[src/design/dpb_pkg.sv]
// shared types and constants for the depth-to-point back-projection block
// no dependencies
`default_nettype none

package dpb_pkg;

  localparam int POS_W   = 12;
  localparam int DEPTH_W = 16;
  localparam int INDEX_W = 24;
  localparam int DIM_W   = 13;
  localparam int CFG_IDX_W = 3;
  localparam int CFG_DATA_W = 32;

  // configuration register indexes
  localparam logic [CFG_IDX_W-1:0] REG_FRAME_WIDTH     = 3'd0;
  localparam logic [CFG_IDX_W-1:0] REG_FRAME_HEIGHT    = 3'd1;
  localparam logic [CFG_IDX_W-1:0] REG_PRINCIPAL_X     = 3'd2;
  localparam logic [CFG_IDX_W-1:0] REG_PRINCIPAL_Y     = 3'd3;
  localparam logic [CFG_IDX_W-1:0] REG_INV_FOCAL_X     = 3'd4;
  localparam logic [CFG_IDX_W-1:0] REG_INV_FOCAL_Y     = 3'd5;
  localparam logic [CFG_IDX_W-1:0] REG_INV_DEPTH_SCALE = 3'd6;

  // camera intrinsics used by the arithmetic back end
  typedef struct packed {
    logic [15:0] principal_x;
    logic [15:0] principal_y;
    logic [23:0] inv_focal_x;
    logic [23:0] inv_focal_y;
    logic [31:0] inv_depth_scale;
  } cam_cfg_t;

  // classified pixel, front to back
  typedef struct packed {
    logic [DEPTH_W-1:0] depth;
    logic [POS_W-1:0]   col;
    logic [POS_W-1:0]   row;
    logic [INDEX_W-1:0] index;
    logic               frame_end;
  } pix_t;

  // finished point
  typedef struct packed {
    logic [31:0]        point_x;
    logic [31:0]        point_y;
    logic [31:0]        point_z;
    logic               point_valid;
    logic [INDEX_W-1:0] pixel_index;
    logic               frame_end;
  } result_t;

endpackage

`default_nettype wire

[src/design/dpb_front.sv]
// front end: takes depth words, tracks column/row/flat position, classifies
// depends on dpb_pkg
`default_nettype none

module dpb_front #(
  parameter int MAX_DIM = 4096
) (
  input  wire logic                        clk,
  input  wire logic                        rst,
  input  wire logic                        push,
  output logic                             full,
  input  wire logic [dpb_pkg::DEPTH_W-1:0] depth_raw,
  input  wire logic [dpb_pkg::DIM_W-1:0]   frame_width,
  input  wire logic [dpb_pkg::DIM_W-1:0]   frame_height,
  output logic                             q_wr,
  output dpb_pkg::pix_t                    q_word,
  input  wire logic                        q_full
);

  localparam int CNT_W = $clog2(MAX_DIM);
  localparam logic [dpb_pkg::DIM_W-1:0] DIM_LIM = dpb_pkg::DIM_W'(MAX_DIM);

  logic [CNT_W-1:0]            column_count;
  logic [CNT_W-1:0]            row_count;
  logic [dpb_pkg::INDEX_W-1:0] flat_count;
  logic [dpb_pkg::DIM_W-1:0]   w_eff;
  logic [dpb_pkg::DIM_W-1:0]   h_eff;
  logic                        last_col;
  logic                        last_row;
  logic                        frame_end;
  logic                        accept;

  always_comb begin
    if (frame_width == '0) begin
      w_eff = dpb_pkg::DIM_W'(1);
    end else if (frame_width > DIM_LIM) begin
      w_eff = DIM_LIM;
    end else begin
      w_eff = frame_width;
    end
    if (frame_height == '0) begin
      h_eff = dpb_pkg::DIM_W'(1);
    end else if (frame_height > DIM_LIM) begin
      h_eff = DIM_LIM;
    end else begin
      h_eff = frame_height;
    end
  end

  // a counter past its bound counts as on the last position
  assign last_col  = dpb_pkg::DIM_W'(column_count) >= (w_eff - dpb_pkg::DIM_W'(1));
  assign last_row  = dpb_pkg::DIM_W'(row_count) >= (h_eff - dpb_pkg::DIM_W'(1));
  assign frame_end = last_col && last_row;

  assign full   = q_full;
  assign accept = push && !q_full;
  assign q_wr   = accept;

  always_comb begin
    q_word.depth     = depth_raw;
    q_word.col       = dpb_pkg::POS_W'(column_count);
    q_word.row       = dpb_pkg::POS_W'(row_count);
    q_word.index     = flat_count;
    q_word.frame_end = frame_end;
  end

  always_ff @(posedge clk) begin
    if (rst) begin
      column_count <= '0;
      row_count    <= '0;
      flat_count   <= '0;
    end else if (accept) begin
      if (last_col) begin
        column_count <= '0;
        row_count    <= last_row ? '0 : row_count + CNT_W'(1);
      end else begin
        column_count <= column_count + CNT_W'(1);
      end
      flat_count <= frame_end ? '0 : flat_count + dpb_pkg::INDEX_W'(1);
    end
  end

endmodule

`default_nettype wire

[config.mk]
export PLATFORM = sky130hd
export DESIGN_NAME = dpb_front
export DESIGN_NICKNAME = d
export VERILOG_FILES = /design/src/design/dpb_pkg.sv /design/src/design/dpb_front.sv
export SDC_FILE = /design/constraint.sdc
export NUM_CORES = 1
export LEC_CHECK = 0
export BUFFER_PORTS_ARGS = -buffer_cell sky130_fd_sc_hd__buf_2
export CAP_MARGIN = 20
export CORE_UTILIZATION = 53
export CTS_BUF_LIST = sky130_fd_sc_hd__clkbuf_4 sky130_fd_sc_hd__clkbuf_8
export CTS_CLUSTER_SIZE = 28
export DETAILED_ROUTE_END_ITERATION = 6
export PLACE_DENSITY = 0.81
export REMOVE_ABC_BUFFERS = 1
export SLEW_MARGIN = 20
export SYNTH_ARGS = -nofsm -noshare
export SYNTH_HDL_FRONTEND = slang
export SYNTH_SLANG_ARGS = --single-unit
[constraint.sdc]
create_clock -name clk -period 6.1 [get_ports clk]
set_clock_uncertainty 0.15 [all_clocks]
set_input_delay 1.22 -clock clk [delete_from_list [all_inputs] [get_ports clk]]
set_output_delay 1.22 -clock clk [all_outputs]
set_load 0.02 [all_outputs]
==> results by stage <==
Status:
- The run finished with clean final reports.

STA:
- Setup repair after global routing left no endpoint under its margin.
- The final hold violation count came to 0.
- The max-slew headroom at the worst pin is 0.5801.
- The final number of max-transition violations came to 0.
- At the pin with the least slew margin, the transition time is 0.6299 ns.
- The maximum operating frequency is 0.1715 GHz.
- Adding up every negative setup slack in the final design gives 0 ns.
- The part of the cycle the worst path needs is 0.9560.
- The worst path needs 5.831 ns of the cycle, external delays included.
- The number of failing setup endpoints in the final timing report is 0.

GRT:
- The initial antenna violation count came to 0.
- The number of global-route vias before repair is 2,964.
- For this run the aggregate overflow at the end of global routing stands at 0.
- Entering global routing, the biggest net connects 23 pins.
- The all-layer global routing usage is 0.2430.
- The first global-routing pass estimated 14,140 um of wire.

Power:
- The static leakage is 1.776 nW.
- In this run the power density over the cells is 171.8 nW/um^2.
- The maximum VDD drop is 141.1 uV.

Place:
- The HPWL after detailed placement is 6409 um.
- Including well taps, the total number of placed cells is 572.
- The number of port buffers is 80.
- At the end of routability-driven placement, the weighted congestion stood at 0.8773.
- After detailed placement, the total cell area comes to 3869 um^2.

Clock network:
- Clock-pin slew was measured on the worst setup and hold paths at 0.10 ns.
- The TritonCTS clock tree is built.
- The clock tree synthesis step divided the H-tree into 2 levels.
- After clock tree synthesis, the flow added hold-fix buffers numbering 0.
- The clock latency on the worst-skew pair is 0.31 ns.
- The number of setup buffers added after CTS is 0.
- The root buffer selected by CTS is sky130_fd_sc_hd__clkbuf_8.
- CTS saw 48 sinks.
- The clock passes through at most 2 buffers.
- The number of CTS-inserted buffers is 5.

Critical path:
- The cell family contributing the most delay on the critical path is compound AO/OA/AOI/OAI gates.
- The standard cell with the maximum stage delay on the critical path is sky130_fd_sc_hd__or4_4.
- The startpoint kind of the worst setup timing path is an input pin.
- The data required time at the worst endpoint is 4.73 ns.
- The worst endpoint data arrival time is 4.46 ns.
- The path type of the worst setup path is in2out.
- Of all nets on the critical path, the largest fanout is 11.
- The critical path's most frequent cell is sky130_fd_sc_hd__o21ai_0.
- The nature of the critical path endpoint is an output port.
- The delay of the slowest critical-path stage is 0.54 ns.
- The critical path contains buffers and inverters numbering 2 combined.
- The signal on the critical path passes through buf_2, or4_4, nor3_4, nand2_1, nor2_1, o21ai_0, ha_1, nor2b_1, a31oi_1, o21ai_0, ha_1, a2111oi_1, o221ai_1, o21ai_0, nor2_1, buf_2.

Die:
- The overall die height is 83.62 um.
- The die outline width is 83.62 um.
- The total core area is 6386 um^2.
- The number of I/O pins is 113.
- The row count is 29.
- The initial utilization of the core area, before any placement, comes to 0.5529.
- The floorplan die area is 6992 um^2.

Layout:
- The number of antenna diodes in the final layout is 0.
- Of the cells placed in the final design, the portion with a size suffix greater than 1 is 0.2227.
- Once layout is complete, the utilization of the core stands at 0.6303.
- The non-filler instance count after layout is 580.
- Relative to the synthesized area, the layout overhead comes to 14.00%.
- The number of nets in the layout is 577.
- The final standard cell area without fillers is 4025 um^2.
- The layout has 558 filler cells.

Logic synthesis:
- For this run, the register share of the synthesized area comes to 0.2721.
- After technology mapping, the gate count stands at 441.
- The leading area contributor after synthesis is sky130_fd_sc_hd__dfxtp_1.
- The total number of yosys warnings is 0.
- The post-synthesis average cell area is 8.007 um^2.
- The share of synthesized registers carrying an async set or reset is 0.
- In the post-synthesis netlist, the biggest area contributors are sky130_fd_sc_hd__dfxtp_1 27%, sky130_fd_sc_hd__ha_1 10%, sky130_fd_sc_hd__nor2_1 6.9%, sky130_fd_sc_hd__xor2_1 5.2%, sky130_fd_sc_hd__buf_4 4.0%.
- The prevailing post-synth register cell is sky130_fd_sc_hd__dfxtp_1.
- In this run, distinct cell masters in the synthesized netlist total 57.
- Of the post-synthesis cell area, the dominant cell type holds 0.2721.
- The synthesized cell area is 3531 um^2.
- After synthesis the netlist holds a flip-flop and latch count of 48.
- Yosys mapped a number of flops with a built-in enable equal to 0.

Drt:
- The via count normalized by instance count is 5.931.
- The final wirelength is 8639 um.
- For this block, the initial DRC count from the detailed router was 262.
- For this run, the detailed router's first-pass iteration total came to 5.
- The number of routed nets with antenna violations is 0.
- After detailed routing, the number of remaining DRC violations is 0.
- The routed via count is 3,440.
- Dividing the detail-routed wire length by the instance count gives 14.89 um.

Min path:
- The path category of the worst min-delay check is reg2reg.

Flow run:
- The number of maximum-capacitance constraint violations is 0.
-- path summary, 6_finish.rpt --
kind	depth (start not counted)	start	slack, ns	to
hold reg to reg	2	flat_count[1]	0.35	flat_count[1]
setup reg to reg	9	row_count[0]	3.34	row_count[10]
setup / recovery	16	frame_height[8]	0.27	q_word[0]
hold / removal	2	flat_count[1]	0.35	flat_count[1]
-- layout make-up --
class                   instances  area, um^2  share of cell area
clock inverters                 3       68.82             0.01710
inverters                      12       45.04             0.01119
flip-flops and latches         48       960.9              0.2387
repair buffers                 86       445.4              0.1107
clock buffers                   5       68.82             0.01710
well taps                      77       96.34             0.02394
multi-input cells             349        2340              0.5813
-- synthesized netlist by cell type (4+ instances only) --
cell type                   n
sky130_fd_sc_hd__a22o_1    10
sky130_fd_sc_hd__xor2_1    21
sky130_fd_sc_hd__nor4_1     4
sky130_fd_sc_hd__inv_1     12
sky130_fd_sc_hd__a211oi_1   5
sky130_fd_sc_hd__and3_1    10
sky130_fd_sc_hd__o21ai_0   22
sky130_fd_sc_hd__o21a_1     7
sky130_fd_sc_hd__nor2b_1   14
sky130_fd_sc_hd__nand4_1   13
sky130_fd_sc_hd__clkbuf_1   7
sky130_fd_sc_hd__nand2b_1   5
sky130_fd_sc_hd__nand2_1   30
sky130_fd_sc_hd__buf_4     19
sky130_fd_sc_hd__dfxtp_1   48
sky130_fd_sc_hd__nor2_1    65
sky130_fd_sc_hd__nor3_1    15
sky130_fd_sc_hd__nand3_1   15
sky130_fd_sc_hd__ha_1      29
sky130_fd_sc_hd__or3_1      4
sky130_fd_sc_hd__xnor2_1   13
sky130_fd_sc_hd__buf_2      4
sky130_fd_sc_hd__nor3b_1    4
sky130_fd_sc_hd__a21oi_1   13
sky130_fd_sc_hd__o31ai_2    9
-- worst register-to-register path, cell delays in order (launching register included) --
cell	delay, ns
sky130_fd_sc_hd__dfxtp_1	0.39
sky130_fd_sc_hd__inv_1	0.10
sky130_fd_sc_hd__ha_1	0.29
sky130_fd_sc_hd__nand2b_1	0.14
sky130_fd_sc_hd__a2111oi_0	0.49
sky130_fd_sc_hd__nor3_1	0.12
sky130_fd_sc_hd__o21a_1	0.42
sky130_fd_sc_hd__nor3_2	0.23
sky130_fd_sc_hd__buf_4	0.21
sky130_fd_sc_hd__a22o_1	0.16
-- routing by layer --
metal | vias up | global-route usage | routed length [um]
li1 | 1700 | - | -
met1 | 1592 | 0.3337 | 3980
met2 | 133 | 0.3762 | 3899
met3 | 15 | 0.07122 | 647
met4 | 0 | 0.04931 | 112
met5 | - | 0.02273 | 0
-- through the flow --
step	total power, W	hold WS, ns	worst slack [ns]
3_5_place_dp	0.0004105	0.3449	0.06308
2_1_floorplan	0.0003741	0.4136	0.5302
3_3_place_gp	0.0004080	0.3401	0.2796
4_1_cts	0.0006953	0.3588	0.05118
5_1_grt	0.0007202	0.3815	0.02720
6_report	0.0006913	0.3548	0.2685
-- what timing repair did --
| item | 4_1_cts | 5_1_grt |
|---|---|---|
| setup endpoints to repair | 0 | 1 |
| hold endpoints to repair | 0 | 0 |
| resized for setup | 0 | 5 |
-- cell families after synthesis --
family                   count (synthesis)  share of synthesized area
AO/OA/AOI/OAI                           94                     0.1963
XOR/XNOR                                34                    0.08434
adder cells (fa/ha/maj)                 29                     0.1028
buffers and inverters                   44                    0.07052
flip-flops                              48                     0.2721
multiplexers                             2                   0.006024
AND/OR/NAND/NOR                        190                     0.2679
-- sequential cells by signal (all words and copies together) (netlist names) --
signal,flops
column_count,12
flat_count,24
row_count,12
-- placed cells by master (no fill, tap or decap), types with 7 or more instances in the layout --
master and count:
sky130_fd_sc_hd__a22o_1 10, sky130_fd_sc_hd__dfxtp_1 48, sky130_fd_sc_hd__nand3_1 15, sky130_fd_sc_hd__a21oi_1 13
sky130_fd_sc_hd__nor2_1 65, sky130_fd_sc_hd__nor2b_1 14, sky130_fd_sc_hd__nand4_1 13, sky130_fd_sc_hd__nor3_1 15
sky130_fd_sc_hd__xnor2_1 13, sky130_fd_sc_hd__xor2_1 21, sky130_fd_sc_hd__o21ai_0 21, sky130_fd_sc_hd__and3_1 10
sky130_fd_sc_hd__o31ai_2 9, sky130_fd_sc_hd__ha_1 28, sky130_fd_sc_hd__inv_1 12, sky130_fd_sc_hd__o21a_1 7
sky130_fd_sc_hd__buf_2 80, sky130_fd_sc_hd__nand2_1 30
-- power breakdown --
part	switching (W)	leakage, nW	internal [W]
combinational	0.0000544	1.32	0.0000359
sequential	0.00000195	0.387	0.000315
clock	0.000119	0.0687	0.000165
total	0.000176	1.78	0.000516
No activity file was read; power rests on OpenSTA's default activity.
