[config.mk]
export PLATFORM = sky130hd
export DESIGN_NAME = dpb_fifo
export DESIGN_NICKNAME = d
export VERILOG_FILES = /design/src/design/dpb_fifo.sv
export SDC_FILE = /design/constraint.sdc
export NUM_CORES = 1
export LEC_CHECK = 0
export ABC_AREA = 1
export ABC_CLOCK_PERIOD_IN_PS = 2630
export BUFFER_PORTS_ARGS = -buffer_cell sky130_fd_sc_hd__buf_2
export CORE_MARGIN = 3
export CORE_UTILIZATION = 52
export CTS_CLUSTER_DIAMETER = 40
export DETAILED_ROUTE_END_ITERATION = 10
export GPL_ROUTABILITY_DRIVEN = 1
export PLACE_DENSITY = 0.74
export SLEW_MARGIN = 30
export SYNTH_ARGS = -nofsm -noshare
export SYNTH_HDL_FRONTEND = slang
export SYNTH_SLANG_ARGS = --single-unit
[constraint.sdc]
create_clock -name clk -period 2.63 [get_ports clk]
set_clock_uncertainty 0.15 [all_clocks]
set_input_delay 0.526 -clock clk [delete_from_list [all_inputs] [get_ports clk]]
set_output_delay 0.526 -clock clk [all_outputs]
set_load 0.02 [all_outputs]
[src/design/dpb_fifo.sv]
// small first-word-fall-through queue built on a register array
// no dependencies
`default_nettype none

module dpb_fifo #(
  parameter int WIDTH = 8,
  parameter int DEPTH = 4
) (
  input  wire logic                     clk,
  input  wire logic                     rst,
  input  wire logic                     wr_en,
  input  wire logic [WIDTH-1:0]         wr_data,
  input  wire logic                     rd_en,
  output logic      [WIDTH-1:0]         rd_data,
  output logic                          full,
  output logic                          empty,
  output logic      [$clog2(DEPTH):0]   count
);

  localparam int AW = $clog2(DEPTH);

  logic [WIDTH-1:0] mem [DEPTH];
  logic [AW-1:0]    wr_ptr;
  logic [AW-1:0]    rd_ptr;
  logic             wr_ok;
  logic             rd_ok;

  assign full    = (count == (AW+1)'(DEPTH));
  assign empty   = (count == '0);
  assign wr_ok   = wr_en && !full;
  assign rd_ok   = rd_en && !empty;
  assign rd_data = mem[rd_ptr];

  always_ff @(posedge clk) begin
    if (wr_ok) begin
      mem[wr_ptr] <= wr_data;
    end
  end

  always_ff @(posedge clk) begin
    if (rst) begin
      wr_ptr <= '0;
      rd_ptr <= '0;
      count  <= '0;
    end else begin
      if (wr_ok) begin
        wr_ptr <= wr_ptr + AW'(1);
      end
      if (rd_ok) begin
        rd_ptr <= rd_ptr + AW'(1);
      end
      if (wr_ok && !rd_ok) begin
        count <= count + (AW+1)'(1);
      end else if (rd_ok && !wr_ok) begin
        count <= count - (AW+1)'(1);
      end
    end
  end

endmodule

`default_nettype wire

==> results of run 1 <==
cells in the final DEF (no fill, tap or decap), types with 5 or more instances in the layout:
| cell type | netlist | final |
|---|---|---|
| buf_2 | 0 | 24 |
| nand3_1 | 5 | 5 |
| inv_1 | 19 | 19 |
| dfxtp_1 | 9 | 9 |
| buf_4 | 0 | 5 |
| clkbuf_4 | 0 | 5 |
| a21oi_1 | 6 | 6 |
| o22ai_1 | 8 | 8 |
| nand2_1 | 12 | 12 |
| o21ai_0 | 14 | 14 |
| ha_1 | 5 | 5 |
| edfxtp_1 | 32 | 32 |
| nor2_1 | 24 | 24 |
state kept, by name, summed over array words and instances (netlist names), named ones only:
signal and count:
wr_ptr 2, count 3, rd_ptr 2, mem 32
layer usage:
metal / GRT usage / up-vias / wire, um
met4: 0.1074 / 0 / 57
met1: 0.1998 / 524 / 1234
met2: 0.3043 / 36 / 1602
met5: 0 / - / 0
li1: - / 569 / -
met3: 0.03597 / 7 / 153
how the worst min path moves through the flow:
stage / start / to / slack (ns) / cells after the start
floorplan: rd_ptr[0]$_SDFFE_PP0P_ / flop / 0.30 / 2
global placement: rd_ptr[0]$_SDFFE_PP0P_ / rd_ptr[0]$_SDFFE_PP0P_ / 0.31 / 2
detailed placement: rd_ptr[0]$_SDFFE_PP0P_ / flop / 0.35 / 2
CTS: wr_data[5] / mem[1][5]$_DFFE_PP_ / 0.21 / 1
global route: wr_data[1] / mem[2][1]$_DFFE_PP_ / 0.20 / 1
finish: wr_data[5] / mem[1][5]$_DFFE_PP_ / 0.22 / 1
stage by stage:
step / power, mW / hold WS, ns / instances / setup WS, ns / utilization
after global placement: 1.494 / 0.3149 / 217 / 0.6244 / 0.6094
after detailed placement: 1.528 / 0.3454 / 217 / 0.5594 / 0.6094
after CTS: 1.833 / 0.2050 / 225 / 0.3723 / 0.6272
final: 1.815 / 0.2220 / 225 / 0.4023 / 0.6272
after floorplan: 1.326 / 0.2981 / 146 / 0.5829 / -
after global routing: 1.962 / 0.1989 / 225 / 0.2239 / 0.6272
report_power, final:
group | switching (mW) | leakage, nW | total (mW) | internal, mW
sequential | 0.0598 | 0.368 | 0.857 | 0.797
clock | 0.201 | 0.0310 | 0.302 | 0.101
combinational | 0.437 | 0.391 | 0.656 | 0.219
total | 0.698 | 0.790 | 1.81 | 1.12
layout make-up:
class / count / area (um2)
clock buffers: 5 / 37.54
clock inverters: 3 / 17.52
fillers: 258 / 1147
inverters: 20 / 75.07
multi-input cells: 83 / 446.7
flip-flops and latches: 41 / 1141
well taps: 44 / 55.05
repair buffers: 29 / 157.7
logic make-up after synthesis:
kind of cell | share of synthesized area
AO/OA/AOI/OAI | 0.1054
buffers and inverters | 0.05790
flip-flops | 0.6771
adder cells (fa/ha/maj) | 0.04900
AND/OR/NAND/NOR | 0.1106
worst max-delay path: stages, from the launching register on:
cell	delay, ns
dfxtp_1	0.42
inv_1	0.28
o21ai_0	0.15
o22ai_1	0.15
buf_2	0.19
==> impl_metrics.json, run 1 <==
{
  "synth.avg_cell_area_um2": 11.54,
  "drtAntennaViolNets": 0,
  "endpoint_kind": "primary output",
  "cts_tree": "done",
  "worst_skew_pair.late_latency_ns": 0.35,
  "antenna_found_initial": 0,
  "clockBufferDepth": 2,
  "die_h_um": 62.93,
  "r2r_end": "count[2]$_SDFFE_PP0P_",
  "status": "complete, no violations",
  "wl_um": 3047,
  "core-area_um2": 3078,
  "grt-ovfl-total": 0,
  "worst_pin_slew_ns": 0.3160,
  "cts_resized": 0,
  "cts_sinks": 41,
  "cap_violations": 0,
  "fin_setup_tns_ns": 0,
  "dpl.hpwl_um": 2153,
  "htreeDepth": 2,
  "postPlaceCellArea_um2": 1876,
  "reg2reg_depth": 12,
  "finalCritPeriodShare": 0.8470,
  "synth_flop_cell": "edfxtp_1",
  "fin_area_um2": 1931,
  "io_pins": 25,
  "crit_path_start_kind": "flop",
  "synthCells": 146,
  "cp.required_ns": 1.95,
  "period_needed_ns": 2.228,
  "r2r_start": "count[0]$_SDFFE_PP0P_",
  "rsz0062_at_grt": "false",
  "synthesis.area_um2": 1685,
  "rrSetupSlack_ns": 0.50,
  "synth_common_cells": "edfxtp_1, nor2_1, inv_1",
  "grt_max_degree": 17,
  "async_reset_ff_frac": 0,
  "nets": 198,
  "num_vias": 1136,
  "crit_path_end": "rd_data[4]",
  "grt_pass1_wl_um": 5244,
  "synth_most_common_cell": "edfxtp_1",
  "finalSetupViolCount": 0,
  "drive_above_1_share": 0.2320,
  "via_per_inst": 5.049,
  "fp.dieW_um": 62.93,
  "first_pass_iters": 4,
  "numCtsBuffers": 5,
  "diodes": 0,
  "ys_warn_count": 0,
  "hp-class": "in2reg",
  "die-area_um2": 3960,
  "rows": 20,
  "drtIter0Drc": 54,
  "cts-root-buf": "clkbuf_4",
  "grt_pass1_vias": 1141,
  "portBuffers": 24,
  "synth_edf_count": 32,
  "peakVddDrop_uv": 707.7,
  "yosys.area.top_type": "edfxtp_1",
  "route.detailed.drc": 0,
  "place.gp.congestion": 0.8341,
  "cellPowerDensity_nw_per_um2": 940.1,
  "relSlewSlack": 0.7890,
  "synth_nets": 164,
  "post_drt_wl_per_cell_um": 13.54,
  "synthTopCellsByArea": "edfxtp_1, dfxtp_1, nor2_1",
  "slew_viol_final": 0,
  "fmax_mhz": 448.9,
  "p_leak_nw": 0.7898,
  "area_delta_synth_final_pct": 14.55,
  "hold_viol": 0,
  "start_util": 0.5476,
  "synthDistinctLibCells": 18,
  "netlist.area_leader.share": 0.5702,
  "yosysSeqAreaShare": 0.6771,
  "clkTransAtPathRegs_ns": 0.12,
  "cts_setup_buffers": 0,
  "worst-setup-path-type": "reg2out",
  "ys_seq_elements": 41,
  "grt_usage": 0.1767,
  "path_max_fanout": 9,
  "arrival_ns": 1.55,
  "ctsHoldBuffers": 0
}
Note: power is estimated with default switching activity, not from simulation.
==> run 2, diff against run 1 <==
--- a/config.mk
+++ b/config.mk
@@ -6,10 +6,10 @@
 export NUM_CORES = 1
 export LEC_CHECK = 0
 export ABC_AREA = 1
-export ABC_CLOCK_PERIOD_IN_PS = 2630
+export ABC_CLOCK_PERIOD_IN_PS = 1800
 export BUFFER_PORTS_ARGS = -buffer_cell sky130_fd_sc_hd__buf_2
 export CORE_MARGIN = 3
-export CORE_UTILIZATION = 52
+export CORE_UTILIZATION = 50
 export CTS_CLUSTER_DIAMETER = 40
 export DETAILED_ROUTE_END_ITERATION = 10
 export GPL_ROUTABILITY_DRIVEN = 1
==> constraint.sdc (replaced) <==
create_clock -name clk -period 1.8 [get_ports clk]
set_clock_uncertainty 0.15 [all_clocks]
set_input_delay 0.36 -clock clk [delete_from_list [all_inputs] [get_ports clk]]
set_output_delay 0.36 -clock clk [all_outputs]
set_load 0.02 [all_outputs]
==> impl_metrics.json, run 2 (synthesis gave the netlist of run 1 again) <==
{
  "switchingPower_mw": 1.201,
  "route.detailed.drc": 0,
  "rrSetupSlack_ns": 0.04,
  "mostFrequentLayoutCells": "edfxtp_1, nor2_1, buf_4, buf_2, inv_1",
  "finalSetupViolCount": 3,
  "clockBufferDepth": 2,
  "start_util": 0.5388,
  "reg.largest.list": "mem x32, count x3",
  "met3_usage": 0.04745,
  "max_stage_delay_ns": 0.43,
  "p_seq_frac": 0.390,
  "peakVddDrop_uv": 1077,
  "slew_viol_final": 0,
  "cp.required_ns": 1.29,
  "period_needed_ns": 1.802,
  "crit_path_start_kind": "flop",
  "diodes": 0,
  "layout_commonest_cell": "edfxtp_1",
  "worst_pin_slew_ns": 0.2277,
  "rsz0062_at_grt": "true",
  "grt.busiest_layer": "met2",
  "fin_area_um2": 2222,
  "violations": "setup timing",
  "cap_violations": 0,
  "cp_cell_sequence": "buf_6 -> o21ai_2 -> o22ai_1 -> buf_4",
  "fmax_mhz": 554.9,
  "fp.dieW_um": 64.06,
  "dpl.hpwl_um": 2256,
  "hp-class": "in2reg",
  "post_drt_wl_per_cell_um": 14.21,
  "wl_um": 3339,
  "fin_cells": 235,
  "post-place-cells": 222,
  "drtIter0Drc": 49,
  "place.gp.congestion": 0.7822,
  "area_delta_synth_final_pct": 31.85,
  "grt_usage": 0.1796,
  "arrival_ns": 1.29,
  "ctsHoldBuffers": 0,
  "fin_util": 0.7104,
  "grt.met1_usage": 0.1808,
  "drtAntennaViolNets": 0,
  "die-area_um2": 4104,
  "cellPowerDensity_nw_per_um2": 1498,
  "postPlaceCellArea_um2": 1942,
  "die_h_um": 64.06,
  "portBuffers": 24,
  "p_int_mw": 2.128,
  "cts_tree": "done",
  "combPwrFrac": 0.440,
  "numCtsBuffers": 5,
  "finalCritPeriodShare": 1.001,
  "switching_share": 0.3607,
  "power_frac_clock": 0.170,
  "antenna_found_initial": 0,
  "htreeDepth": 2,
  "io_pins": 25,
  "nets": 208,
  "grt_max_degree": 17,
  "path_max_fanout": 6,
  "rows": 20,
  "core-area_um2": 3128,
  "largest_register": "mem",
  "hold_viol": 0,
  "grt_pass1_vias": 1294,
  "worst_skew_pair.late_latency_ns": 0.34,
  "via_per_inst": 5.115,
  "first_pass_iters": 4,
  "clkTransAtPathRegs_ns": 0.12,
  "grt_pass1_wl_um": 5561,
  "grt-ovfl-total": 0,
  "status": "complete, but fails checks",
  "relSlewSlack": 0.8481,
  "largest_reg_flops": 32,
  "cts_sinks": 41,
  "worst-setup-path-type": "reg2out",
  "drive_above_1_share": 0.4346,
  "num_vias": 1202,
  "met2_usage": 0.3303,
  "cts-root-buf": "clkbuf_4",
  "endpoint_kind": "primary output",
  "p_leak_nw": 0.8931,
  "critical-path-slowest-cell": "dfxtp_4",
  "worst_slack_ns": -0.002078
}
[run 2: changes by cell type in the layout (fill, tap and decap cells not counted), sizes merged]
cell and change:
clkinv -1, clkbuf +1, clkinvlp -1, bufinv +1, buf +10
[run 2: layout make-up]
type | count | area (um2)
inverters | 20 | 92.59
repair buffers | 39 | 284.0
clock buffers | 6 | 41.29
fillers | 232 | 905.9
well taps | 44 | 55.05
multi-input cells | 83 | 554.3
flip-flops and latches | 41 | 1160
clock inverters | 2 | 35.03
[run 2: critical path, delay by kind of cell (launching register included)]
| family | cells | cell delay [ns] |
|---|---|---|
| AO/OA/AOI/OAI | 2 | 0.22 |
| buffers and inverters | 2 | 0.30 |
| flip-flops | 1 | 0.43 |
[run 2: what timing repair did]
item                                    in CTS  in global routing
gates cloned                                 0                  0
setup buffers                                4                  1
endpoints found under the setup margin      10                 12
pin swaps                                    9                 17
gates resized for setup                     38                 26
[run 2: path summary, 6_finish.rpt]
path / from / endpoint / cells past startpoint
setup / recovery: flop / rd_data[3] / 4
hold reg to reg: rd_ptr[0]$_SDFFE_PP0P_ / flop / 2
hold / removal: wr_data[3] / mem[2][3]$_DFFE_PP_ / 1
setup reg to reg: count[1]$_SDFFE_PP0P_ / count[1]$_SDFFE_PP0P_ / 9
[run 2: metrics by stage]
step | total power [mW] | setup TNS [ns] | worst slack, ns | hold slack [ns]
2_1_floorplan | 1.992 | -0.005253 | -0.005253 | 0.2981
3_3_place_gp | 2.301 | 0 | 0.04001 | 0.3151
3_5_place_dp | 2.366 | -0.1122 | -0.07603 | 0.3182
4_1_cts | 3.131 | -0.1018 | -0.02262 | 0.06261
5_1_grt | 3.550 | -0.6280 | -0.07879 | 0.06169
6_report | 3.329 | -0.006004 | -0.002078 | 0.07571
[run 2: metal layers]
metal  up-vias  share of wire
met1       563           0.36
met2        37           0.56
li1        589              -
met3        13          0.045
met4         0          0.032
met5         -              0
[run 2: power groups by stage]
stage	Combinational (mW)	Clock [mW]	Sequential, mW
finish	1.47	0.564	1.30
global route	1.62	0.620	1.31
CTS	1.26	0.578	1.29
detailed placement	1.08	0	1.29
global placement	1.02	0	1.28
floorplan	0.671	0	1.32
